### config.mk
export PLATFORM = sky130hd
export DESIGN_NAME = position_pid_antiwindup_core
export DESIGN_NICKNAME = d
export VERILOG_FILES = /design/src/hdl/ppid_pkg.sv /design/src/hdl/ppid_mul.sv /design/src/hdl/ppid_div.sv /design/src/hdl/position_pid_antiwindup_core.sv
export SDC_FILE = /design/constraint.sdc
export NUM_CORES = 2
export LEC_CHECK = 0
export CORE_UTILIZATION = 40
export CTS_CLUSTER_SIZE = 12
export DETAILED_ROUTE_END_ITERATION = 12
export DONT_BUFFER_PORTS = 1
export GPL_ROUTABILITY_DRIVEN = 0
export HOLD_SLACK_MARGIN = 0.02
export SKIP_CTS_REPAIR_TIMING = 1
export SLEW_MARGIN = 25
export SYNTH_ARGS = -nofsm -noshare
export SYNTH_HDL_FRONTEND = slang
export SYNTH_HIERARCHICAL = 1
export SYNTH_SLANG_ARGS = --single-unit
export TNS_END_PERCENT = 30
### constraint.sdc
create_clock -name i_clk -period 9.81 [get_ports i_clk]
set_input_delay 1.962 -clock i_clk [delete_from_list [all_inputs] [get_ports i_clk]]
set_output_delay 1.962 -clock i_clk [all_outputs]
set_load 0.05 [all_outputs]
### src/hdl/ppid_pkg.sv
`timescale 1ns / 1ps
// ----------------------------------------------------------------------------
// ppid_pkg
// Shared types and constants of the positional PID core: widths, codes,
// sequencer states and the request bundles of the iterative units.
// ----------------------------------------------------------------------------
package ppid_pkg;

    localparam int DATA_W   = 32;   // Q16.16 word
    localparam int LIM_W    = 31;   // unsigned limit registers
    localparam int SUM_W    = 48;   // error accumulator, Q32.16
    localparam int MAG_W    = 48;   // multiplier second operand
    localparam int CHUNK_W  = 16;   // multiplier digit
    localparam int PROD_W   = DATA_W + MAG_W;
    localparam int MUL_STEPS = MAG_W / CHUNK_W;
    localparam int MCNT_W   = $clog2(MUL_STEPS + 1);
    localparam int DVD_W    = LIM_W + 16; // integral_limit << 16
    localparam int DCNT_W   = $clog2(DVD_W + 1);
    localparam int TOT_W    = 50;   // P + I + D before the output clamp
    localparam int IDX_W    = 3;

    // opcodes
    localparam logic [1:0] OP_MEAS      = 2'd0;
    localparam logic [1:0] OP_MEAS_RATE = 2'd1;
    localparam logic [1:0] OP_ERR       = 2'd2;
    localparam logic [1:0] OP_ERR_RATE  = 2'd3;

    // result status
    localparam logic [1:0] ST_NORMAL   = 2'd0;
    localparam logic [1:0] ST_CLAMPED  = 2'd1;
    localparam logic [1:0] ST_OVERFLOW = 2'd2;

    // register indexes
    localparam logic [IDX_W-1:0] REG_TARGET    = 3'd0;
    localparam logic [IDX_W-1:0] REG_GAIN_P    = 3'd1;
    localparam logic [IDX_W-1:0] REG_GAIN_I    = 3'd2;
    localparam logic [IDX_W-1:0] REG_GAIN_D    = 3'd3;
    localparam logic [IDX_W-1:0] REG_OUT_LIM   = 3'd4;
    localparam logic [IDX_W-1:0] REG_INT_LIM   = 3'd5;
    localparam logic [IDX_W-1:0] REG_AUTO_RST  = 3'd6;
    localparam logic [IDX_W-1:0] REG_INT_CLAMP = 3'd7;

    typedef enum logic [3:0] {
        S_IDLE,
        S_ERR,
        S_SUM,
        S_IMUL,
        S_IWAIT,
        S_CLAMP,
        S_DIV,
        S_DMUL,
        S_DWAIT,
        S_PMUL,
        S_PWAIT,
        S_ADD,
        S_OUT
    } t_state;

    typedef struct packed {
        logic               start;
        logic [DATA_W-1:0]  a;
        logic [MAG_W-1:0]   b;
    } t_mul_req;

    typedef struct packed {
        logic               start;
        logic [DVD_W-1:0]   dividend;
        logic [DATA_W-1:0]  divisor;
    } t_div_req;

endpackage

### src/hdl/ppid_mul.sv
`timescale 1ns / 1ps
// ----------------------------------------------------------------------------
// ppid_mul
// Iterative unsigned multiplier: 32 bits by 48 bits, one 16-bit digit of
// the second operand per cycle, most significant digit first.
// ----------------------------------------------------------------------------
module ppid_mul import ppid_pkg::*; (
    input  logic              i_clk,
    input  logic              i_rst_n,
    input  t_mul_req          i_req,
    output logic              o_done,
    output logic [PROD_W-1:0] o_prod
);

    logic [MCNT_W-1:0]         r_cnt;
    logic                      r_done;
    logic [DATA_W-1:0]         r_a;
    logic [MAG_W-1:0]          r_b;
    logic [PROD_W-1:0]         r_acc;
    logic [DATA_W+CHUNK_W-1:0] w_part;

    assign w_part = r_a * r_b[MAG_W-1 -: CHUNK_W];

    always_ff @(posedge i_clk) begin
        if (!i_rst_n) begin
            r_cnt  <= '0;
            r_done <= 1'b0;
        end else begin
            r_done <= (r_cnt == MCNT_W'(1));
            if (i_req.start) begin
                r_cnt <= MCNT_W'(MUL_STEPS);
            end else if (r_cnt != '0) begin
                r_cnt <= r_cnt - MCNT_W'(1);
            end
        end
    end

    // shift the partial sum up one digit and add the next digit product
    always_ff @(posedge i_clk) begin
        if (i_req.start) begin
            r_a   <= i_req.a;
            r_b   <= i_req.b;
            r_acc <= '0;
        end else if (r_cnt != '0) begin
            r_b   <= {r_b[MAG_W-CHUNK_W-1:0], {CHUNK_W{1'b0}}};
            r_acc <= {r_acc[PROD_W-CHUNK_W-1:0], {CHUNK_W{1'b0}}}
                     + {{(PROD_W-DATA_W-CHUNK_W){1'b0}}, w_part};
        end
    end

    assign o_done = r_done;
    assign o_prod = r_acc;

endmodule

### src/hdl/ppid_div.sv
`timescale 1ns / 1ps
// ----------------------------------------------------------------------------
// ppid_div
// Restoring divider, one quotient bit per cycle, for the integral
// back-calculation (integral_limit << 16) / |gain_i|.
// ----------------------------------------------------------------------------
module ppid_div import ppid_pkg::*; (
    input  logic             i_clk,
    input  logic             i_rst_n,
    input  t_div_req         i_req,
    output logic             o_done,
    output logic [DVD_W-1:0] o_quo
);

    logic [DCNT_W-1:0] r_cnt;
    logic              r_done;
    logic [DATA_W-1:0] r_dvs;
    logic [DATA_W-1:0] r_rem;
    logic [DVD_W-1:0]  r_quo;
    logic [DATA_W:0]   w_shift;
    logic [DATA_W+1:0] w_trial;

    assign w_shift = {r_rem, r_quo[DVD_W-1]};
    assign w_trial = {1'b0, w_shift} - {2'b00, r_dvs};

    always_ff @(posedge i_clk) begin
        if (!i_rst_n) begin
            r_cnt  <= '0;
            r_done <= 1'b0;
        end else begin
            r_done <= (r_cnt == DCNT_W'(1));
            if (i_req.start) begin
                r_cnt <= DCNT_W'(DVD_W);
            end else if (r_cnt != '0) begin
                r_cnt <= r_cnt - DCNT_W'(1);
            end
        end
    end

    // keep the trial difference when it does not borrow
    always_ff @(posedge i_clk) begin
        if (i_req.start) begin
            r_dvs <= i_req.divisor;
            r_rem <= '0;
            r_quo <= i_req.dividend;
        end else if (r_cnt != '0) begin
            if (!w_trial[DATA_W+1]) begin
                r_rem <= w_trial[DATA_W-1:0];
                r_quo <= {r_quo[DVD_W-2:0], 1'b1};
            end else begin
                r_rem <= w_shift[DATA_W-1:0];
                r_quo <= {r_quo[DVD_W-2:0], 1'b0};
            end
        end
    end

    assign o_done = r_done;
    assign o_quo  = r_quo;

endmodule

### src/hdl/position_pid_antiwindup_core.sv
`timescale 1ns / 1ps
// ----------------------------------------------------------------------------
// position_pid_antiwindup_core
// Positional PID step in Q16.16 with integral auto-reset, integral clamp
// with accumulator back-calculation and a symmetric output clamp.
// ----------------------------------------------------------------------------
// Usage:
//  - Write the eight registers through i_cfg_* while no item is in flight;
//    o_cfg_ready is always high. Index order: target, Kp, Ki, Kd, output
//    limit, integral limit, auto-reset enable, integral clamp enable.
//  - Input beat: s_axis_tuser = opcode, s_axis_tdata = {rate, sample}.
//    Output beat: m_axis_tdata = drive, m_axis_tuser = status.
//  - One item at a time. After the accepting edge the sequencer steps
//    through error, sum, the I product, clamp, the D product, the P
//    product, add and output; the products I, D and P run one after the
//    other on a single 16-bit-digit multiplier. A triggered integral clamp
//    adds a divider pass after the clamp. A new beat is taken only once
//    the sequencer is back in idle.
//  - s_axis_tready is high only while the sequencer is idle, so a new
//    item can be taken while the previous result still waits at the output.
//  - If the receiver stalls, the result holds in the output register and
//    the sequencer waits in its final state with the next result.
//  - Reset (i_rst_n low, synchronous) restores register defaults and
//    clears the accumulator, last error and reset direction.
// ----------------------------------------------------------------------------
module position_pid_antiwindup_core import ppid_pkg::*; (
    input  logic              i_clk,
    input  logic              i_rst_n,
    // configuration write channel
    input  logic              i_cfg_valid,
    output logic              o_cfg_ready,
    input  logic [IDX_W-1:0]  i_cfg_index,
    input  logic [DATA_W-1:0] i_cfg_data,
    // input stream
    input  logic              s_axis_tvalid,
    output logic              s_axis_tready,
    input  logic [63:0]       s_axis_tdata,  // [31:0] sample, [63:32] rate
    input  logic [1:0]        s_axis_tuser,  // [1:0] opcode
    // output stream
    output logic              m_axis_tvalid,
    input  logic              m_axis_tready,
    output logic [DATA_W-1:0] m_axis_tdata,  // [31:0] drive
    output logic [1:0]        m_axis_tuser   // [1:0] status
);

    // configuration registers
    logic signed [DATA_W-1:0] r_target, r_gp, r_gi, r_gd;
    logic [LIM_W-1:0]         r_olim, r_ilim;
    logic                     r_auto, r_clamp;

    // controller state carried between items
    logic signed [SUM_W-1:0]  r_sum;
    logic signed [DATA_W-1:0] r_last;
    logic                     r_dir;

    // per-item working registers
    t_state                   r_state, n_state;
    logic [1:0]               r_op;
    logic signed [DATA_W-1:0] r_sample, r_rate, r_e;
    logic signed [DATA_W:0]   r_diff;
    logic signed [SUM_W-1:0]  r_iterm;
    logic                     r_iovf;
    logic                     r_qneg;
    logic signed [TOT_W-1:0]  r_d, r_p, r_tot;

    // output register
    logic                     r_out_valid;
    logic [DATA_W-1:0]        r_drive;
    logic [1:0]               r_status;

    // unit handshakes
    t_mul_req                 w_mul_req;
    t_div_req                 w_div_req;
    logic                     w_mul_done, w_div_done;
    logic [PROD_W-1:0]        w_prod;
    logic [DVD_W-1:0]         w_quo;
    logic                     w_out_load;

    // ------------------------------------------------------------------
    // error and accumulator arithmetic
    // ------------------------------------------------------------------
    logic                     w_given, w_ext;
    logic signed [DATA_W:0]   w_edif;
    logic signed [DATA_W-1:0] w_e;
    logic signed [SUM_W:0]    w_sadd;
    logic signed [SUM_W-1:0]  w_ssat;
    logic                     w_epos;

    assign w_given = r_op inside {OP_ERR, OP_ERR_RATE};
    assign w_ext   = r_op inside {OP_MEAS_RATE, OP_ERR_RATE};

    assign w_edif = {r_target[DATA_W-1], r_target} - {r_sample[DATA_W-1], r_sample};

    always_comb begin
        if (w_given) begin
            w_e = r_sample;
        end else if (w_edif[DATA_W] != w_edif[DATA_W-1]) begin
            // saturate the setpoint difference to 32 bits
            w_e = w_edif[DATA_W] ? {1'b1, {(DATA_W-1){1'b0}}}
                                 : {1'b0, {(DATA_W-1){1'b1}}};
        end else begin
            w_e = w_edif[DATA_W-1:0];
        end
    end

    assign w_sadd = {r_sum[SUM_W-1], r_sum} + {{(SUM_W-DATA_W+1){r_e[DATA_W-1]}}, r_e};

    always_comb begin
        if (w_sadd[SUM_W] != w_sadd[SUM_W-1]) begin
            w_ssat = w_sadd[SUM_W] ? {1'b1, {(SUM_W-1){1'b0}}}
                                   : {1'b0, {(SUM_W-1){1'b1}}};
        end else begin
            w_ssat = w_sadd[SUM_W-1:0];
        end
    end

    assign w_epos = !r_e[DATA_W-1] && (r_e != '0);

    // ------------------------------------------------------------------
    // multiplier operands and product sign
    // ------------------------------------------------------------------
    logic [DATA_W-1:0] w_mag_gi, w_mag_gd, w_mag_gp, w_mag_rate, w_mag_e;
    logic [SUM_W-1:0]  w_mag_sum;
    logic [DATA_W:0]   w_mag_diff;
    logic [MAG_W-1:0]  w_d_b;
    logic              w_ineg, w_dneg, w_pneg;

    assign w_mag_gi   = r_gi[DATA_W-1]     ? DATA_W'(-r_gi)     : DATA_W'(r_gi);
    assign w_mag_gd   = r_gd[DATA_W-1]     ? DATA_W'(-r_gd)     : DATA_W'(r_gd);
    assign w_mag_gp   = r_gp[DATA_W-1]     ? DATA_W'(-r_gp)     : DATA_W'(r_gp);
    assign w_mag_rate = r_rate[DATA_W-1]   ? DATA_W'(-r_rate)   : DATA_W'(r_rate);
    assign w_mag_e    = r_e[DATA_W-1]      ? DATA_W'(-r_e)      : DATA_W'(r_e);
    assign w_mag_sum  = r_sum[SUM_W-1]     ? SUM_W'(-r_sum)     : SUM_W'(r_sum);
    assign w_mag_diff = r_diff[DATA_W]     ? (DATA_W+1)'(-r_diff) : (DATA_W+1)'(r_diff);

    assign w_d_b = w_ext ? {{(MAG_W-DATA_W){1'b0}}, w_mag_rate}
                         : {{(MAG_W-DATA_W-1){1'b0}}, w_mag_diff};

    assign w_ineg = r_gi[DATA_W-1] ^ r_sum[SUM_W-1];
    assign w_dneg = r_gd[DATA_W-1] ^ (w_ext ? r_rate[DATA_W-1] : r_diff[DATA_W]);
    assign w_pneg = r_gp[DATA_W-1] ^ r_e[DATA_W-1];

    // product >> 16; I overflows at 2^47, D and P fit in 48 bits
    logic [SUM_W-2:0]        w_imag;
    logic                    w_iovf;
    logic signed [TOT_W-1:0] w_pq, w_pq_neg;

    assign w_imag   = w_prod[SUM_W+15-1:16];
    assign w_iovf   = |w_prod[PROD_W-1:SUM_W+15];
    assign w_pq     = {{(TOT_W-MAG_W){1'b0}}, w_prod[MAG_W+15:16]};
    assign w_pq_neg = -w_pq;

    // ------------------------------------------------------------------
    // integral clamp decision
    // ------------------------------------------------------------------
    logic signed [SUM_W-1:0] w_ilim_pos, w_ilim_neg;
    logic                    w_izero, w_ihi, w_ilo, w_div_go;

    assign w_ilim_pos = {{(SUM_W-LIM_W){1'b0}}, r_ilim};
    assign w_ilim_neg = -w_ilim_pos;
    assign w_izero    = (r_iterm == '0);
    assign w_ihi      = r_iterm > w_ilim_pos;
    assign w_ilo      = r_iterm < w_ilim_neg;
    assign w_div_go   = r_clamp && !r_iovf && !w_izero && (w_ihi || w_ilo);

    // ------------------------------------------------------------------
    // output sum and clamp
    // ------------------------------------------------------------------
    logic signed [TOT_W-1:0] w_total, w_olim_pos, w_olim_neg;
    logic [DATA_W-1:0]       w_drive;
    logic [1:0]              w_status;

    assign w_total    = r_tot + {{(TOT_W-SUM_W){r_iterm[SUM_W-1]}}, r_iterm};
    assign w_olim_pos = {{(TOT_W-LIM_W){1'b0}}, r_olim};
    assign w_olim_neg = -w_olim_pos;

    always_comb begin
        if (r_iovf) begin
            w_drive  = '0;
            w_status = ST_OVERFLOW;
        end else if (w_total > w_olim_pos) begin
            w_drive  = w_olim_pos[DATA_W-1:0];
            w_status = ST_CLAMPED;
        end else if (w_total < w_olim_neg) begin
            w_drive  = w_olim_neg[DATA_W-1:0];
            w_status = ST_CLAMPED;
        end else begin
            w_drive  = w_total[DATA_W-1:0];
            w_status = ST_NORMAL;
        end
    end

    // ------------------------------------------------------------------
    // sequencer: next state
    // ------------------------------------------------------------------
    always_comb begin
        n_state = r_state;
        case (r_state)
            S_IDLE:  if (s_axis_tvalid) n_state = S_ERR;
            S_ERR:   n_state = S_SUM;
            S_SUM:   n_state = S_IMUL;
            S_IMUL:  n_state = S_IWAIT;
            S_IWAIT: if (w_mul_done) n_state = S_CLAMP;
            S_CLAMP: n_state = w_div_go ? S_DIV : S_DMUL;
            S_DIV:   if (w_div_done) n_state = S_DMUL;
            S_DMUL:  n_state = S_DWAIT;
            S_DWAIT: if (w_mul_done) n_state = S_PMUL;
            S_PMUL:  n_state = S_PWAIT;
            S_PWAIT: if (w_mul_done) n_state = S_ADD;
            S_ADD:   n_state = S_OUT;
            S_OUT:   if (w_out_load) n_state = S_IDLE;
            default: n_state = S_IDLE;
        endcase
    end

    // ------------------------------------------------------------------
    // sequencer: outputs to the units and the handshakes
    // ------------------------------------------------------------------
    always_comb begin
        s_axis_tready      = 1'b0;
        w_out_load         = 1'b0;
        w_mul_req.start    = 1'b0;
        w_mul_req.a        = w_mag_gi;
        w_mul_req.b        = w_mag_sum;
        w_div_req.start    = 1'b0;
        w_div_req.dividend = {r_ilim, 16'h0000};
        w_div_req.divisor  = w_mag_gi;
        case (r_state)
            S_IDLE: begin
                s_axis_tready = 1'b1;
            end
            S_IMUL: begin
                w_mul_req.start = 1'b1;
            end
            S_CLAMP: begin
                w_div_req.start = w_div_go;
            end
            S_DMUL, S_DWAIT: begin
                w_mul_req.start = (r_state == S_DMUL);
                w_mul_req.a     = w_mag_gd;
                w_mul_req.b     = w_d_b;
            end
            S_PMUL, S_PWAIT: begin
                w_mul_req.start = (r_state == S_PMUL);
                w_mul_req.a     = w_mag_gp;
                w_mul_req.b     = {{(MAG_W-DATA_W){1'b0}}, w_mag_e};
            end
            S_OUT: begin
                w_out_load = !r_out_valid || m_axis_tready;
            end
            default: begin
                s_axis_tready = 1'b0;
            end
        endcase
    end

    // ------------------------------------------------------------------
    // control and carried state
    // ------------------------------------------------------------------
    always_ff @(posedge i_clk) begin
        if (!i_rst_n) begin
            r_state     <= S_IDLE;
            r_out_valid <= 1'b0;
            r_target    <= '0;
            r_gp        <= '0;
            r_gi        <= '0;
            r_gd        <= '0;
            r_olim      <= '1;
            r_ilim      <= '1;
            r_auto      <= 1'b0;
            r_clamp     <= 1'b0;
            r_sum       <= '0;
            r_last      <= '0;
            r_dir       <= 1'b0;
        end else begin
            r_state <= n_state;

            // hold the result until the receiver takes the beat
            if (w_out_load) begin
                r_out_valid <= 1'b1;
            end else if (m_axis_tready) begin
                r_out_valid <= 1'b0;
            end

            if (i_cfg_valid) begin
                case (i_cfg_index)
                    REG_TARGET:    r_target <= i_cfg_data;
                    REG_GAIN_P:    r_gp     <= i_cfg_data;
                    REG_GAIN_I:    r_gi     <= i_cfg_data;
                    REG_GAIN_D:    r_gd     <= i_cfg_data;
                    REG_OUT_LIM:   r_olim   <= i_cfg_data[LIM_W-1:0];
                    REG_INT_LIM:   r_ilim   <= i_cfg_data[LIM_W-1:0];
                    REG_AUTO_RST:  r_auto   <= i_cfg_data[0];
                    REG_INT_CLAMP: r_clamp  <= i_cfg_data[0];
                    default:       r_auto   <= r_auto;
                endcase
            end

            case (r_state)
                S_SUM: begin
                    r_last <= r_e;
                    // with auto-reset enabled, clear the accumulator when the error changes sign
                    if (r_auto && w_epos && !r_dir) begin
                        r_sum <= '0;
                        r_dir <= 1'b1;
                    end else if (r_auto && r_e[DATA_W-1] && r_dir) begin
                        r_sum <= '0;
                        r_dir <= 1'b0;
                    end else begin
                        r_sum <= w_ssat;
                    end
                end
                S_CLAMP: begin
                    if (r_clamp && (r_iovf || w_izero)) begin
                        r_sum <= '0;
                    end
                end
                S_DIV: begin
                    if (w_div_done) begin
                        r_sum <= r_qneg ? -SUM_W'(w_quo) : SUM_W'(w_quo);
                    end
                end
                default: begin
                    r_dir <= r_dir;
                end
            endcase
        end
    end

    // ------------------------------------------------------------------
    // per-item datapath registers
    // ------------------------------------------------------------------
    always_ff @(posedge i_clk) begin
        case (r_state)
            S_IDLE: begin
                r_op     <= s_axis_tuser;
                r_sample <= s_axis_tdata[DATA_W-1:0];
                r_rate   <= s_axis_tdata[2*DATA_W-1:DATA_W];
            end
            S_ERR: begin
                r_e <= w_e;
            end
            S_SUM: begin
                r_diff <= {r_e[DATA_W-1], r_e} - {r_last[DATA_W-1], r_last};
            end
            S_IWAIT: begin
                r_iovf  <= w_iovf;
                r_iterm <= w_ineg ? -{1'b0, w_imag} : {1'b0, w_imag};
            end
            S_CLAMP: begin
                if (r_clamp) begin
                    if (r_iovf || w_izero) begin
                        r_iterm <= '0;
                        r_iovf  <= 1'b0;
                    end else if (w_ihi) begin
                        r_iterm <= w_ilim_pos;
                        r_qneg  <= r_gi[DATA_W-1];
                    end else if (w_ilo) begin
                        r_iterm <= w_ilim_neg;
                        r_qneg  <= !r_gi[DATA_W-1];
                    end
                end
            end
            S_DWAIT: begin
                r_d <= w_dneg ? w_pq_neg : w_pq;
            end
            S_PWAIT: begin
                r_p <= w_pneg ? w_pq_neg : w_pq;
            end
            S_ADD: begin
                r_tot <= r_p + r_d;
            end
            default: begin
                r_tot <= r_tot;
            end
        endcase

        if (w_out_load) begin
            r_drive  <= w_drive;
            r_status <= w_status;
        end
    end

    // ------------------------------------------------------------------
    // iterative units
    // ------------------------------------------------------------------
    ppid_mul u_mul (
        .i_clk   (i_clk),
        .i_rst_n (i_rst_n),
        .i_req   (w_mul_req),
        .o_done  (w_mul_done),
        .o_prod  (w_prod)
    );

    ppid_div u_div (
        .i_clk   (i_clk),
        .i_rst_n (i_rst_n),
        .i_req   (w_div_req),
        .o_done  (w_div_done),
        .o_quo   (w_quo)
    );

    assign o_cfg_ready   = 1'b1;
    assign m_axis_tvalid = r_out_valid;
    assign m_axis_tdata  = r_drive;
    assign m_axis_tuser  = r_status;

endmodule
### Yosys cells after proc, flatten, opt, wreduce, memory -nomap -nowiden

Index checks and enable logic that the tools add are counted.

* multiply operators: 1
* div/mod/pow operators: 0
* magnitude comparators: 4
* reductions and logical operators: 52
* shifts and indexed selects: 0
* bitwise operators: 5
* equal/unequal tests: 36
* add/subtract/negate cells: 21
* mux-type cells: 64

Operators by type and width (number)
* $mux W48: 17
* $mux W32: 10
* $neg A32 Y32: 5
* $pmux W80 S2: 1
* $pmux W48 S3: 1
* $add A50 B50 Y50: 2
* $neg A47 Y48: 2
* $pmux W48 S2: 1
* $mux W47: 2
* $add A80 B48 Y80: 1
* $mux W33: 2
* $sub A32 B32 Y33: 2
* $pmux W4 S13: 1
* $gt A50 B32 Y1: 1
* $lt A50 B50 Y1: 1
* $neg A31 Y50: 1
* $neg A48 Y50: 1
* $add A48 B32 Y49: 1
* $gt A48 B32 Y1: 1
* $logic_not A48 Y1: 1
* $lt A48 B48 Y1: 1
* $mul A32 B16 Y48: 1
* $neg A31 Y48: 1
* $neg A48 Y48: 1
* other kinds (42): 125

* ROM bits: 0
* word-level logic and storage cells: 224
* latch bits: 0
* register bits: 924
* output and inout bits: 37
* RAM bits: 0
* memories kept: 0

### Logic depth before layout (Yosys ltp)

* depth in word-level cells: 7
* gate-level depth with buffers: 28

### Modules after synthesis

The synthesis kept the hierarchy.

Modules (own cells, without submodules)
* position_pid_antiwindup_core: instances 1, area an instance 49911.6 um^2, cells each 5845
* ppid_mul: instances 1, area an instance 23943.0 um^2, cells each 2595
* ppid_div: instances 1, area an instance 6585.1 um^2, cells each 607

### Worst setup path before layout

No wires, ideal clock.

* path type: register to register
* from: register r_ilim[6]
* to: register u_div.r_quo[0], in the netlist u_div/o_quo[0], enable pin
* data arrival time: 6.992 ns
* setup time: 0.401 ns
* stages on the path, launching flop included: 24
* path buffers: 2
* slack: 2.416 ns
* clock period less this slack: 7.394 ns
* path through: dfxtp_1 > or4_1 > nor2_1 > nand2b_1 > or3_1 > or4_1 > or3_1 > or4_1 > clkbuf_1 > or3_1 > xnor2_1 > ha_1 > nand4_1 > or2_2 > nor3_1 > o21ai_0 > a311oi_1 > or4_1 > a31oi_1 > a221o_1 > and2_1 > buf_4 > nor2_1 > inv_1

RTL lines
* from (decl): RTL line position_pid_antiwindup_core.sv:48 `logic [LIM_W-1:0] r_olim, r_ilim;`
* from (signal assigned): RTL line position_pid_antiwindup_core.sv:292 `REG_INT_LIM: r_ilim <= i_cfg_data[LIM_W-1:0];`
* to (signal assigned): RTL line ppid_div.sv:45 `r_quo <= i_req.dividend;`
* to (signal assigned): RTL line ppid_div.sv:49 `r_quo <= {r_quo[DVD_W-2:0], 1'b1};`
* to (signal assigned): RTL line ppid_div.sv:52 `r_quo <= {r_quo[DVD_W-2:0], 1'b0};`
* to (decl): RTL line ppid_div.sv:19 `logic [DVD_W-1:0] r_quo;`

### Final worst setup path

* from: register r_iterm[1]
* to: register r_drive[0], in the netlist m_axis_tdata[0], data pin

* word-level cells in the longest chain between the ends: 4

Ends and longest elaborated chain
* from (decl): RTL line position_pid_antiwindup_core.sv:61 `logic signed [SUM_W-1:0] r_iterm;`
* from (signal assigned): RTL line position_pid_antiwindup_core.sv:348 `r_iterm <= w_ineg ? -{1'b0, w_imag} : {1'b0, w_imag};`
* from (signal assigned): RTL line position_pid_antiwindup_core.sv:356 `r_iterm <= w_ilim_pos;`
* from (signal assigned): RTL line position_pid_antiwindup_core.sv:359 `r_iterm <= w_ilim_neg;`
* $add A50 B50 Y50 *: RTL line position_pid_antiwindup_core.sv:173 `assign w_total = r_tot + {{(TOT_W-SUM_W){r_iterm[SUM_W-1]}}, r_iterm};`
* $lt A50 B50 Y1: RTL line position_pid_antiwindup_core.sv:184 `end else if (w_total < w_olim_neg) begin`
* $mux W32: RTL line position_pid_antiwindup_core.sv:184
* $mux W31 *: RTL line position_pid_antiwindup_core.sv:181 `end else if (w_total > w_olim_pos) begin`
* to (signal assigned): RTL line position_pid_antiwindup_core.sv:379 `r_drive <= w_drive;`
* to (decl): RTL line position_pid_antiwindup_core.sv:68 `logic [DATA_W-1:0] r_drive;`

Every way passes the cells marked *; elsewhere a longest branch is shown, timed or not.
A chain may end at the register's enable or synchronous reset.

==> impl_metrics.py <==
metrics = {
    "setup_path": {
        "slowest_delay_ns": 0.71,
        "timing.critical_path.fanout_max": 26,
        "timing.critical_path.slowest_stage_cell": "sky130_fd_sc_hd__o21ba_2",
        "critical_path.reg2reg.startpoint": "r_iterm[1]",
        "critical_path.n_buffers_inverters": 3,
        "timing.reg2reg.setup_slack_ns": 1.52,
        "path_delay_family": "compound AO/OA/AOI/OAI gates",
        "worstSetupStartpointType": "register",
        "crit_arrival_ns": 8.81,
        "depth_of_the_worst_register_to_register_path": 26,
        "criticalPathCategory": "reg -> reg",
        "worstReg2RegEnd": "m_axis_tdata[0]",
        "cp-end-kind": "register",
        "worst-endpoint-required_ns": 10.33,
    },
    "clock_tree": {
        "clock-root-buffer": "sky130_fd_sc_hd__clkbuf_16",
        "clkSinkCount": 924,
        "cts.path.max_buffers": 3,
        "number_of_buffers_created_by_cts": 106,
        "clock_latency_ns": 0.79,
        "cts_tree": "done",
        "htreeDepth": 3,
        "clkSlewWorstSetupHoldPaths_ns": 0.06,
    },
    "timing": {
        "hold_viol": 0,
        "finalMaxSlewViolations": 12,
        "final_min_period_over_clock_period": 0.845,
        "setup_tns_ns": 0,
        "skew_ns": 0.0752,
        "slew_headroom": -0.00494,
        "grt_setup_unrepaired": "false",
        "maxClockFrequency_mhz": 121,
        "worst_slew_pin_slew_ns": 1.51,
        "setup_viol_count_final": 0,
        "period_minus_slack_ns": 8.29,
    },
    "drt": {
        "drt_drc_violations_left": 0,
        "drt-wirelength-per-cell_um": 22.5,
        "highest_layer": "met5",
        "drt-initial-drc-count": 5994,
        "total_number_of_vias": 66713,
        "met2WireLength_mm": 119,
        "route.met3.wl_mm": 17.9,
        "first_pass_iters": 6,
        "vias_per_cell": 5.78,
        "totalWireLength_mm": 260,
        "route.antenna.remaining_nets": 0,
        "m1WireLength_mm": 109,
    },
    "yosys": {
        "synth-seq-cells": 924,
        "synth-seq-area-share": 0.295,
        "synth.yosys.warnings": 6,
        "synth_area_sq_um": 80400,
        "syn_avg_cell_area_sq_um": 8.89,
        "asyncSetResetFlopFracSynth": 0,
        "synthFlopType": "sky130_fd_sc_hd__edfxtp_1",
        "synth_cells": 9047,
        "post-synth-top-area-cell": "sky130_fd_sc_hd__edfxtp_1",
        "synth_enable_flop_cells": 524,
        "post_synth_num_cell_types": 115,
        "synth.top_cells.by_area": "sky130_fd_sc_hd__edfxtp_1 (20%), sky130_fd_sc_hd__fa_1 (11%), sky130_fd_sc_hd__dfxtp_1 (10%)",
        "yosys.area.top_type_share": 0.196,
    },
    "hold_path": {
        "min_path_type": "reg -> reg",
        "timing.hold.worst.start": "u_mul/o_prod[8]",
        "worst_hold_path_depth": 2,
        "timing.hold.worst_endpoint": "u_mul/o_prod[8]",
    },
    "run": {
        "cap_viol_max_count": 0,
    },
    "outcome": {
        "run_status": "finished with violations",
        "violations": "slew limit",
    },
    "grt": {
        "grt_max_degree": 288,
        "grt_first_pass_wirelength_mm": 396,
        "gr-total-overflow": 0,
        "first_global_vias": 64979,
        "grtUsageTotal": 0.250,
        "antenna_found_initial": 15,
    },
    "placement": {
        "dp.final_hpwl_mm": 198,
        "io_buffers": 0,
    },
    "floorplan": {
        "floorplan.initialDensity": 0.402,
        "dieWidth_um": 450,
        "floorplan.die.height_um": 450,
        "floorplan.io_pins": 143,
        "die_area_sq_um": 203000,
        "fp-row-count": 164,
        "core_region_area_sq_um": 200000,
    },
    "finish": {
        "layout.cells.most_common": "sky130_fd_sc_hd__nand2_1",
        "fillCellCount": 19515,
        "mostFrequentLayoutCells": "sky130_fd_sc_hd__nand2_1 (1,206), sky130_fd_sc_hd__inv_1 (830), sky130_fd_sc_hd__ha_1 (548), sky130_fd_sc_hd__edfxtp_1 (524), sky130_fd_sc_hd__nor2_1 (474)",
        "share_of_final_layout_standard_cells_stronger_than_drive_strength_1": 0.0540,
        "final_nets": 9895,
        "areaGrowthSynthToFinish_pct": 7.43,
    },
}
how the worst max path moves through the flow:
stage / from / end / slack, ns / depth (start not counted)
floorplan: r_ilim[6] / u_div/o_quo[0] / 2.42 / 23
global placement: u_mul/r_b[41] / u_mul/o_prod[78] / 1.61 / 21
detailed placement: u_mul/r_b[45] / u_mul/o_prod[70] / 1.69 / 20
CTS: u_mul/r_b[45] / u_mul/o_prod[70] / 1.70 / 20
global route: r_iterm[10] / m_axis_tdata[0] / 1.07 / 26
finish: r_iterm[1] / m_axis_tdata[0] / 1.52 / 26
layout make-up:
cell class / instances / area (sq um) / share of cell area
tap: 2656 / 3320 / 0.0385
multi-input combinational: 6819 / 51800 / 0.600
inverter: 840 / 3150 / 0.0365
sequential: 924 / 23700 / 0.275
clock inverter: 56 / 563 / 0.00652
clock buffer: 146 / 3030 / 0.0351
timing repair buffer: 93 / 761 / 0.00880
antenna: 8 / 20.0 / 0.000232
metrics by stage:
stage	cells	util	instance area, sq um	worst slack [ns]	hold WS (ns)
floorplan	9062	-	80500	2.42	0.424
global placement	11326	0.414	82700	1.61	0.454
detailed placement	11331	0.414	82800	1.69	0.458
CTS	11533	0.432	86400	1.70	0.468
global route	11537	0.432	86400	1.07	0.491
finish	11542	0.432	86400	1.52	0.465
layer usage:
metal / vias to the layer above / global-route usage
met2: 2442 / 0.404
met4: 8 / 0.119
li1: 30902 / -
met3: 534 / 0.0388
met1: 32827 / 0.326
met5: - / 0
cell families after synthesis:
logic type	share of synthesized area
adders and majority gates	0.200
xor gates and xnor gates	0.0829
and+or+nand+nor	0.168
AOI/OAI and AO/OA	0.175
other	0.0000934
DFF	0.295
buffers and inverters	0.0636
muxes	0.0153
worst reg2reg max path: cells and delay by family (launching register included):
family | cells | cell delay [ns]
compound gates | 12 | 3.80
simple gates | 8 | 2.01
fa+ha+maj | 2 | 0.90
buf+inv | 3 | 0.66
flops | 1 | 0.51
mux | 1 | 0.14
Yosys cell counts (67+ instances only):
cell type and instances:
sky130_fd_sc_hd__a211oi_1 86, sky130_fd_sc_hd__a21boi_0 179, sky130_fd_sc_hd__a21o_1 215, sky130_fd_sc_hd__a21oi_1 416
sky130_fd_sc_hd__and2_1 275, sky130_fd_sc_hd__clkbuf_1 417, sky130_fd_sc_hd__dfxtp_1 400, sky130_fd_sc_hd__edfxtp_1 524
sky130_fd_sc_hd__fa_1 456, sky130_fd_sc_hd__ha_1 549, sky130_fd_sc_hd__inv_1 833, sky130_fd_sc_hd__mux2_2 81
sky130_fd_sc_hd__nand2_1 1206, sky130_fd_sc_hd__nand2b_1 79, sky130_fd_sc_hd__nand3_1 138, sky130_fd_sc_hd__nand4_1 86
sky130_fd_sc_hd__nor2_1 484, sky130_fd_sc_hd__nor3_1 134, sky130_fd_sc_hd__nor4_1 79, sky130_fd_sc_hd__o211ai_1 120
sky130_fd_sc_hd__o21a_1 69, sky130_fd_sc_hd__o21ai_0 369, sky130_fd_sc_hd__o31ai_1 91, sky130_fd_sc_hd__or3_1 67
sky130_fd_sc_hd__xnor2_1 443, sky130_fd_sc_hd__xor2_1 316
registers in the layout (all words and copies together) (netlist names), 33 cells and up:
signal / flops
u_mul/r_b: 48
r_tot: 50
r_d: 50
r_p: 50
u_div/o_quo: 47
r_diff: 33
u_mul/o_prod: 80
r_sum: 48
r_iterm: 48
Power is left out: the tool's default activity adds up to more than one toggle a clock period on the data nets, which glitch-free logic cannot reach.
